$ cat src/ddiff_pkg.sv
// Package for the date difference block: payload words, controller/datapath
// command and status structs, state encoding and calendar helper functions.
// No dependencies.
package ddiff_pkg;

  localparam int unsigned YearW  = 14;
  localparam int unsigned MonthW = 4;
  localparam int unsigned DayW   = 5;
  localparam int unsigned CountW = 22;
  localparam int unsigned AccW   = 24;  // signed running total
  localparam int unsigned DoyW   = 9;   // day of year, at most 397
  localparam int unsigned ResW   = 9;   // year modulo 400

  localparam logic [YearW-1:0]  YearsPerCycle400 = YearW'(400);
  localparam logic [ResW-1:0]   ResLast          = ResW'(399);
  localparam logic [CountW-1:0] CountMax         = {CountW{1'b1}};

  typedef struct packed {
    logic [YearW-1:0]  first_year;
    logic [MonthW-1:0] first_month;
    logic [DayW-1:0]   first_day;
    logic [YearW-1:0]  second_year;
    logic [MonthW-1:0] second_month;
    logic [DayW-1:0]   second_day;
  } in_word_t;

  typedef struct packed {
    logic [CountW-1:0] day_count;
    logic              order_error;
  } out_word_t;

  typedef enum logic [2:0] {
    S_IDLE,
    S_MOD,
    S_FIRST,
    S_YEARS,
    S_SECOND,
    S_FINISH
  } ctrl_state_e;

  typedef struct packed {
    logic load;
    logic mod_step;
    logic first;
    logic year_step;
    logic second;
    logic finish;
  } ctrl_cmd_t;

  typedef struct packed {
    logic earlier;     // incoming word has first date strictly earlier
    logic mod_done;    // residue below 400
    logic years_done;  // year counter has reached the second year
    logic out_free;    // output register can take a word this cycle
  } dp_status_t;

  // Leap test on a year already reduced modulo 400 (year 0 counts as leap).
  function automatic logic leap_of(input logic [ResW-1:0] r);
    leap_of = (r[1:0] == 2'b00) && (r != ResW'(100)) && (r != ResW'(200))
              && (r != ResW'(300));
  endfunction

  // Days of the months before month m, February taken as 28.
  function automatic logic [DoyW-1:0] days_before_month(input logic [MonthW-1:0] m);
    logic [DoyW-1:0] v;
    case (m)
      4'd0, 4'd1: v = DoyW'(0);
      4'd2:       v = DoyW'(31);
      4'd3:       v = DoyW'(59);
      4'd4:       v = DoyW'(90);
      4'd5:       v = DoyW'(120);
      4'd6:       v = DoyW'(151);
      4'd7:       v = DoyW'(181);
      4'd8:       v = DoyW'(212);
      4'd9:       v = DoyW'(243);
      4'd10:      v = DoyW'(273);
      4'd11:      v = DoyW'(304);
      4'd12:      v = DoyW'(334);
      default:    v = DoyW'(365);
    endcase
    days_before_month = v;
  endfunction

  function automatic logic [DoyW-1:0] day_of_year(input logic [MonthW-1:0] m,
                                                  input logic [DayW-1:0]   d,
                                                  input logic              leap);
    logic feb_extra;
    feb_extra   = leap && (m >= MonthW'(3));
    day_of_year = days_before_month(m) + DoyW'(d) + DoyW'(feb_extra);
  endfunction

endpackage

$ cat src/ddiff_ctrl.sv
// Controller for the date difference block: sequences load, year reduction,
// year stepping and result write. Depends on ddiff_pkg.
module ddiff_ctrl (
  input  logic                   clk_i,
  input  logic                   rst_ni,
  input  logic                   in_valid_i,
  input  ddiff_pkg::dp_status_t  status_i,
  output ddiff_pkg::ctrl_cmd_t   cmd_o,
  output logic                   busy_o
);
  import ddiff_pkg::*;

  ctrl_state_e state_q, state_d;

  always_ff @(posedge clk_i or negedge rst_ni) begin
    if (!rst_ni) begin
      state_q <= S_IDLE;
    end else begin
      state_q <= state_d;
    end
  end

  always_comb begin
    state_d = state_q;
    case (state_q)
      S_IDLE: begin
        if (in_valid_i) begin
          state_d = status_i.earlier ? S_MOD : S_FINISH;
        end
      end
      S_MOD: begin
        if (status_i.mod_done) begin
          state_d = S_FIRST;
        end
      end
      S_FIRST:  state_d = S_YEARS;
      S_YEARS: begin
        if (status_i.years_done) begin
          state_d = S_SECOND;
        end
      end
      S_SECOND: state_d = S_FINISH;
      S_FINISH: begin
        if (status_i.out_free) begin
          state_d = S_IDLE;
        end
      end
      default:  state_d = S_IDLE;
    endcase
  end

  always_comb begin
    cmd_o  = '0;
    busy_o = 1'b1;
    case (state_q)
      S_IDLE: begin
        busy_o     = 1'b0;
        cmd_o.load = in_valid_i;
      end
      S_MOD:    cmd_o.mod_step  = !status_i.mod_done;
      S_FIRST:  cmd_o.first     = 1'b1;
      S_YEARS:  cmd_o.year_step = !status_i.years_done;
      S_SECOND: cmd_o.second    = 1'b1;
      S_FINISH: cmd_o.finish    = status_i.out_free;
      default:  busy_o          = 1'b1;
    endcase
  end

endmodule

$ cat src/ddiff_datapath.sv
// Datapath for the date difference block: operand registers, modulo-400
// residue, running day total, config bit and output register.
// Depends on ddiff_pkg.
module ddiff_datapath (
  input  logic                  clk_i,
  input  logic                  rst_ni,
  input  ddiff_pkg::in_word_t   in_data_i,
  input  logic                  cfg_we_i,
  input  logic                  cfg_data_i,
  input  ddiff_pkg::ctrl_cmd_t  cmd_i,
  output ddiff_pkg::dp_status_t status_o,
  output logic                  out_valid_o,
  input  logic                  out_stall_i,
  output ddiff_pkg::out_word_t  out_data_o
);
  import ddiff_pkg::*;

  logic [YearW-1:0]  year_q, year2_q, res_q;
  logic [MonthW-1:0] m1_q, m2_q;
  logic [DayW-1:0]   d1_q, d2_q;
  logic [AccW-1:0]   acc_q;
  logic              err_q;
  logic              end_q;
  logic              out_valid_q;
  out_word_t         out_q;

  logic              earlier;
  logic              leap;
  logic [DoyW-1:0]   doy1, doy2;
  logic [AccW-1:0]   pos;
  logic [AccW-1:0]   total;
  out_word_t         result;

  always_comb begin
    if (in_data_i.first_year != in_data_i.second_year) begin
      earlier = in_data_i.first_year < in_data_i.second_year;
    end else if (in_data_i.first_month != in_data_i.second_month) begin
      earlier = in_data_i.first_month < in_data_i.second_month;
    end else begin
      earlier = in_data_i.first_day < in_data_i.second_day;
    end
  end

  // residue is only meaningful below 400, which holds from S_FIRST onward
  assign leap = leap_of(res_q[ResW-1:0]);
  assign doy1 = day_of_year(m1_q, d1_q, leap);
  assign doy2 = day_of_year(m2_q, d2_q, leap);

  // negative span from odd day fields clamps to zero before the end day
  assign pos   = acc_q[AccW-1] ? '0 : acc_q;
  assign total = pos + AccW'(end_q);

  always_comb begin
    result.order_error = err_q;
    if (err_q) begin
      result.day_count = '0;
    end else if (total > AccW'(CountMax)) begin
      result.day_count = CountMax;
    end else begin
      result.day_count = total[CountW-1:0];
    end
  end

  always_ff @(posedge clk_i) begin
    if (cmd_i.load) begin
      year_q  <= in_data_i.first_year;
      res_q   <= in_data_i.first_year;
      year2_q <= in_data_i.second_year;
      m1_q    <= in_data_i.first_month;
      d1_q    <= in_data_i.first_day;
      m2_q    <= in_data_i.second_month;
      d2_q    <= in_data_i.second_day;
      err_q   <= !earlier;
      acc_q   <= '0;
    end
    if (cmd_i.mod_step) begin
      res_q <= res_q - YearsPerCycle400;
    end
    if (cmd_i.first) begin
      acc_q <= '0 - AccW'(doy1);
    end
    if (cmd_i.year_step) begin
      acc_q  <= acc_q + AccW'(365) + AccW'(leap);
      year_q <= year_q + YearW'(1);
      res_q  <= (res_q[ResW-1:0] == ResLast) ? '0 : res_q + YearW'(1);
    end
    if (cmd_i.second) begin
      acc_q <= acc_q + AccW'(doy2);
    end
    if (cmd_i.finish) begin
      out_q <= result;
    end
  end

  always_ff @(posedge clk_i or negedge rst_ni) begin
    if (!rst_ni) begin
      end_q       <= 1'b0;
      out_valid_q <= 1'b0;
    end else begin
      if (cfg_we_i) begin
        end_q <= cfg_data_i;
      end
      if (cmd_i.finish) begin
        out_valid_q <= 1'b1;
      end else if (!out_stall_i) begin
        out_valid_q <= 1'b0;
      end
    end
  end

  assign status_o.earlier    = earlier;
  assign status_o.mod_done   = res_q < YearsPerCycle400;
  assign status_o.years_done = year_q == year2_q;
  assign status_o.out_free   = !out_valid_q || !out_stall_i;

  assign out_valid_o = out_valid_q;
  assign out_data_o  = out_q;

endmodule

$ cat src/date_difference_in_days.sv
// Gregorian date difference: one word in carries two dates, one word out
// carries the day count from the first to the second and an order-error
// flag (count zero) when the first date is not strictly earlier. Setting
// the include-end-day bit adds one to the count; the count saturates at
// the top of its 22-bit field. Words are taken one at a time: a date pair
// in order passes through a reduction of the first year modulo 400 (400
// per cycle), a first-date step, a year loop that adds one year length
// per cycle up to the second year, a second-date step and a finish step;
// a pair out of order goes straight to the finish step. The finish step
// waits while the output stays stalled with a word already waiting. A
// finished word waits in the output register while the next word is
// taken. Depends on ddiff_pkg, ddiff_ctrl, ddiff_datapath.
module date_difference_in_days (
  input  logic                 clk_i,
  input  logic                 rst_ni,
  input  logic                 in_valid_i,
  output logic                 in_stall_o,
  input  ddiff_pkg::in_word_t  in_data_i,
  output logic                 out_valid_o,
  input  logic                 out_stall_i,
  output ddiff_pkg::out_word_t out_data_o,
  input  logic                 cfg_we_i,
  input  logic                 cfg_data_i
);
  import ddiff_pkg::*;

  ctrl_cmd_t  cmd;
  dp_status_t status;
  logic       busy;

  ddiff_ctrl u_ctrl (
    .clk_i      (clk_i),
    .rst_ni     (rst_ni),
    .in_valid_i (in_valid_i),
    .status_i   (status),
    .cmd_o      (cmd),
    .busy_o     (busy)
  );

  ddiff_datapath u_datapath (
    .clk_i       (clk_i),
    .rst_ni      (rst_ni),
    .in_data_i   (in_data_i),
    .cfg_we_i    (cfg_we_i),
    .cfg_data_i  (cfg_data_i),
    .cmd_i       (cmd),
    .status_o    (status),
    .out_valid_o (out_valid_o),
    .out_stall_i (out_stall_i),
    .out_data_o  (out_data_o)
  );

  assign in_stall_o = busy;

`ifndef SYNTHESIS
  // an order error never carries a count
  a_err_zero: assert property (@(posedge clk_i) disable iff (!rst_ni)
    out_valid_o && out_data_o.order_error |-> out_data_o.day_count == '0)
    else $error("order error with non-zero day count");

  // an accepted word keeps the input stalled for at least the next cycle
  a_busy_after_accept: assert property (@(posedge clk_i) disable iff (!rst_ni)
    in_valid_i && !in_stall_o |=> in_stall_o)
    else $error("input not stalled after accepting a word");

  // a finishing command comes only while busy and only into a free output slot
  a_finish_free: assert property (@(posedge clk_i) disable iff (!rst_ni)
    cmd.finish |-> status.out_free && busy)
    else $error("result written into an occupied output register");
`endif

endmodule
$ cat config.mk
export PLATFORM = sky130hd
export DESIGN_NAME = date_difference_in_days
export DESIGN_NICKNAME = d
export VERILOG_FILES = /design/src/ddiff_pkg.sv /design/src/ddiff_ctrl.sv /design/src/ddiff_datapath.sv /design/src/date_difference_in_days.sv
export SDC_FILE = /design/constraint.sdc
export NUM_CORES = 1
export LEC_CHECK = 0
export ABC_AREA = 1
export BUFFER_PORTS_ARGS = -buffer_cell sky130_fd_sc_hd__buf_2
export CORE_MARGIN = 2
export CORE_UTILIZATION = 25
export DETAILED_ROUTE_END_ITERATION = 12
export PLACE_DENSITY_LB_ADDON = 0.3
export SETUP_SLACK_MARGIN = 0.1
export SLEW_MARGIN = 15
export SYNTH_ARGS = -nofsm -noshare
export SYNTH_HDL_FRONTEND = slang
export SYNTH_HIERARCHICAL = 1
export SYNTH_SLANG_ARGS = --single-unit
$ cat constraint.sdc
create_clock -name clk_i -period 5.6 [get_ports clk_i]
set_clock_uncertainty 0.05 [all_clocks]
set_input_delay 0.56 -clock clk_i [delete_from_list [all_inputs] [get_ports clk_i]]
set_output_delay 0.56 -clock clk_i [all_outputs]
set_load 0.01 [all_outputs]
==> flow_metrics.tcl <==
set metrics [dict create \
    core_sq_um 40800 \
    min_from "in_data_i[2]" \
    finalHoldViolCount 0 \
    grt_usage_pct 12.9 \
    num_vias 9182 \
    worstRegToRegCells 24 \
    wl_per_cell_um 13.6 \
    peakVddDrop_mv 0.279 \
    place_congestion 0.845 \
    synth.most_common_cell "nand2_1" \
    worst_slew_pin_slew_ns 0.906 \
    routed_wl_um 27400 \
    cts-root-buf "clkbuf_16" \
    firstDrtPassIters 7 \
    cp_max_fo 6 \
    cap_violations 0 \
    synth_warnings 6 \
    endpoint_kind "flop" \
    yosys-top-cells-count "nand2_1, inv_1, nand3_1" \
    dp.cells 1983 \
    drive_gt1_share_pct 12.2 \
    p_leak_nw 5.48 \
    synth_edf_count 108 \
    synth_cell_type_count 51 \
    synth_top_area_share_pct 31.4 \
    placed_area_sq_um 11200 \
    rows 74 \
    grt_pass1_wl_um 44900 \
    cts_tree "done" \
    syn2layout_area_growth_pct 14.4 \
    p_comb_share_pct 52.5 \
    viasPerCell 4.55 \
    cts_buffer_depth 2 \
    status "finished, final reports clean" \
    min_path_type "in -> reg" \
    htreeDepth 4 \
    slew_violations 0 \
    die_h_um 207 \
    crit-reg2reg-capture "u_datapath/acc_q[17]$_DFFE_PP_" \
    syn_nets 1529 \
    holdPathStages 1 \
    netSwitchingPower_w 0.00327 \
    swShare_pct 49.1 \
    synth_seq_cells 131 \
    fin_area_sq_um 11800 \
    ant_nets 0 \
    crit_type "reg -> reg" \
    syn-cell-area_sq_um 10300 \
    fin_crit_sh_pct 86.4 \
    cts.sinks 131 \
    finalSetupViolations 0 \
    yosysSeqAreaShare_pct 36.1 \
    start_util_pct 25.3 \
    cts_setup_buffers 0 \
    p_clk_share_pct 17.0 \
    critical_path_arrival_ns 4.98 \
    timing.rr.start "u_datapath/res_q[4]$_DFFE_PP_" \
    die_w_um 207 \
    insertedDiodeCount 0 \
    cts_made_buffers 17 \
    layout.cells.non_filler 2016 \
    post-route-drc-count 0 \
    netlist_top_cells_area "edfxtp_1, nand2_1, ha_1, inv_1, nand3_1" \
    max_freq_ghz 0.207 \
    p_int_w 0.00339 \
    ys_async_sr_fraction_pct 3.82 \
    power_density_nw_per_um2 563 \
    setup_tns_ns 0 \
    rsz0062_at_grt "no" \
    power_frac_seq_pct 30.5 \
    min_to "u_datapath/d2_q[2]$_DFFE_PP_" \
    drt_iter0_markers 679 \
    relSlewSlack_pct 39.0 \
    timing.final.crit_period_ns 4.84 \
    avgSynthCellArea_sq_um 7.38 \
    synth_top_area_cell "edfxtp_1" \
    io_pins 77 \
    reg2reg_slack_ns 0.76 \
    required_ns 5.74 \
    clk_pin_slew_ns 0.07 \
    final_core_util_pct 28.9 \
    final_nets 1599 \
    post-place-ws_ns 0.812 \
    yosys_most_used_dff "edfxtp_1" \
    grt_max_degree 39 \
    grt-ovfl-total 0 \
    critPathLaunchType "flop" \
    dp_hpwl_um 21200 \
    numPortBuffers 76 \
    antenna_found_initial 0 \
    synthCells 1401 \
    grt_pass1_vias 8884 \
    clk_latency_ns 0.43 \
    die_area_sq_um 43000 \
    finalWorstSetupSlack_ns 0.762 \
]
critical path: stages (launching register included):
cell and delay, ns:
edfxtp_1 0.40, inv_1 0.14, ha_1 0.23, nand3_1 0.10, nor3_1 0.05, o21ai_0 0.16, nand2_1 0.06, nor2_1 0.19
nand2_1 0.10, fa_1 0.42, fa_1 0.42, o21ai_0 0.29, a21oi_1 0.11, nor2_1 0.17, xnor2_1 0.14, inv_1 0.06
ha_1 0.32, a21oi_1 0.23, nand3_1 0.25, a21oi_1 0.33, inv_1 0.13, nand3_1 0.09, nand3_1 0.07, nand2_1 0.07
inv_1 0.03
area by class of cell:
cell class,count,area (sq um)
fillers,4439,29000
well taps,532,666
repair buffers,83,435
clock buffers,19,475
inverters,229,867
clock inverters,13,109
multi-input cells,1009,5540
flip-flops and latches,131,3730
power groups by stage:
| stage | sequential (W) | combinational [W] | clock, W |
|---|---|---|---|
| finish | 0.00203 | 0.00349 | 0.00113 |
| global route | 0.00208 | 0.00403 | 0.00120 |
| CTS | 0.00202 | 0.00350 | 0.00116 |
| detailed placement | 0.00204 | 0.00349 | 0 |
| global placement | 0.00204 | 0.00345 | 0 |
| floorplan | 0.00184 | 0.00281 | 0 |
cell families after synthesis:
kind of cell             share of synthesized area [%]
adder cells (fa/ha/maj)                           9.57
AND/OR/NAND/NOR                                   30.1
multiplexers                                     0.109
flip-flops                                        36.1
buffers and inverters                             10.5
XOR/XNOR                                          3.31
AO/OA/AOI/OAI                                     10.4
through the flow:
step | hold WS [ns] | power [W]
2_1_floorplan | 0.214 | 0.00465
3_3_place_gp | 0.337 | 0.00549
3_5_place_dp | 0.339 | 0.00553
4_1_cts | 0.244 | 0.00668
5_1_grt | 0.243 | 0.00731
6_report | 0.265 | 0.00665
timing repair:
item | 4_1_cts | 5_1_grt
endpoints found under the hold margin | 5 | 0
hold buffers | 1 | 0
gates resized for setup | 0 | 0
cell usage in the layout, fill, tap and decap left out, types with 6 or more instances in the layout:
cell       Yosys  layout
or2_2          7       7
o211ai_1       6       6
a21oi_1       53      53
ha_1          71      71
nor3_1        13      12
xnor2_1       13      13
nor2_2        13      14
o21ai_1       12      12
clkbuf_16      0      19
edfxtp_1     108     108
buf_4          2       6
nand3_1      132     132
inv_1        222     222
nor2_4         6       7
o221ai_1       7       7
xor2_1        26      26
nand2_1      348     348
nand2_2        9       9
buf_2         10      76
nor3_2         5       6
dfxtp_1       18      18
nor2_1       129     127
o22ai_1        8       8
nand4_1       23      23
o21ai_0       80      80
how the worst max path moves through the flow:
stage                                   from                             end  slack, ns  depth (start not counted)
2_1_floorplan  u_datapath/res_q[4]$_DFFE_PP_  u_datapath/acc_q[18]$_DFFE_PP_       1.44                         25
3_3_place_gp   u_datapath/res_q[4]$_DFFE_PP_  u_datapath/acc_q[18]$_DFFE_PP_       0.94                         25
3_5_place_dp   u_datapath/res_q[4]$_DFFE_PP_  u_datapath/acc_q[20]$_DFFE_PP_       0.81                         25
4_1_cts        u_datapath/res_q[4]$_DFFE_PP_  u_datapath/acc_q[20]$_DFFE_PP_       0.81                         25
5_1_grt        u_datapath/res_q[4]$_DFFE_PP_  u_datapath/acc_q[22]$_DFFE_PP_       0.26                         25
6_report       u_datapath/res_q[4]$_DFFE_PP_  u_datapath/acc_q[17]$_DFFE_PP_       0.76                         24
routing by layer:
metal | vias up | share of wire (%) | GRT usage (%)
met3 | 24 | 4.3 | 2.48
met4 | 0 | 1.6 | 3.77
met1 | 4193 | 48 | 17.1
met2 | 227 | 46 | 21.3
met5 | - | 0 | 0
li1 | 4738 | - | -
Power figures use the tool's default switching activity.
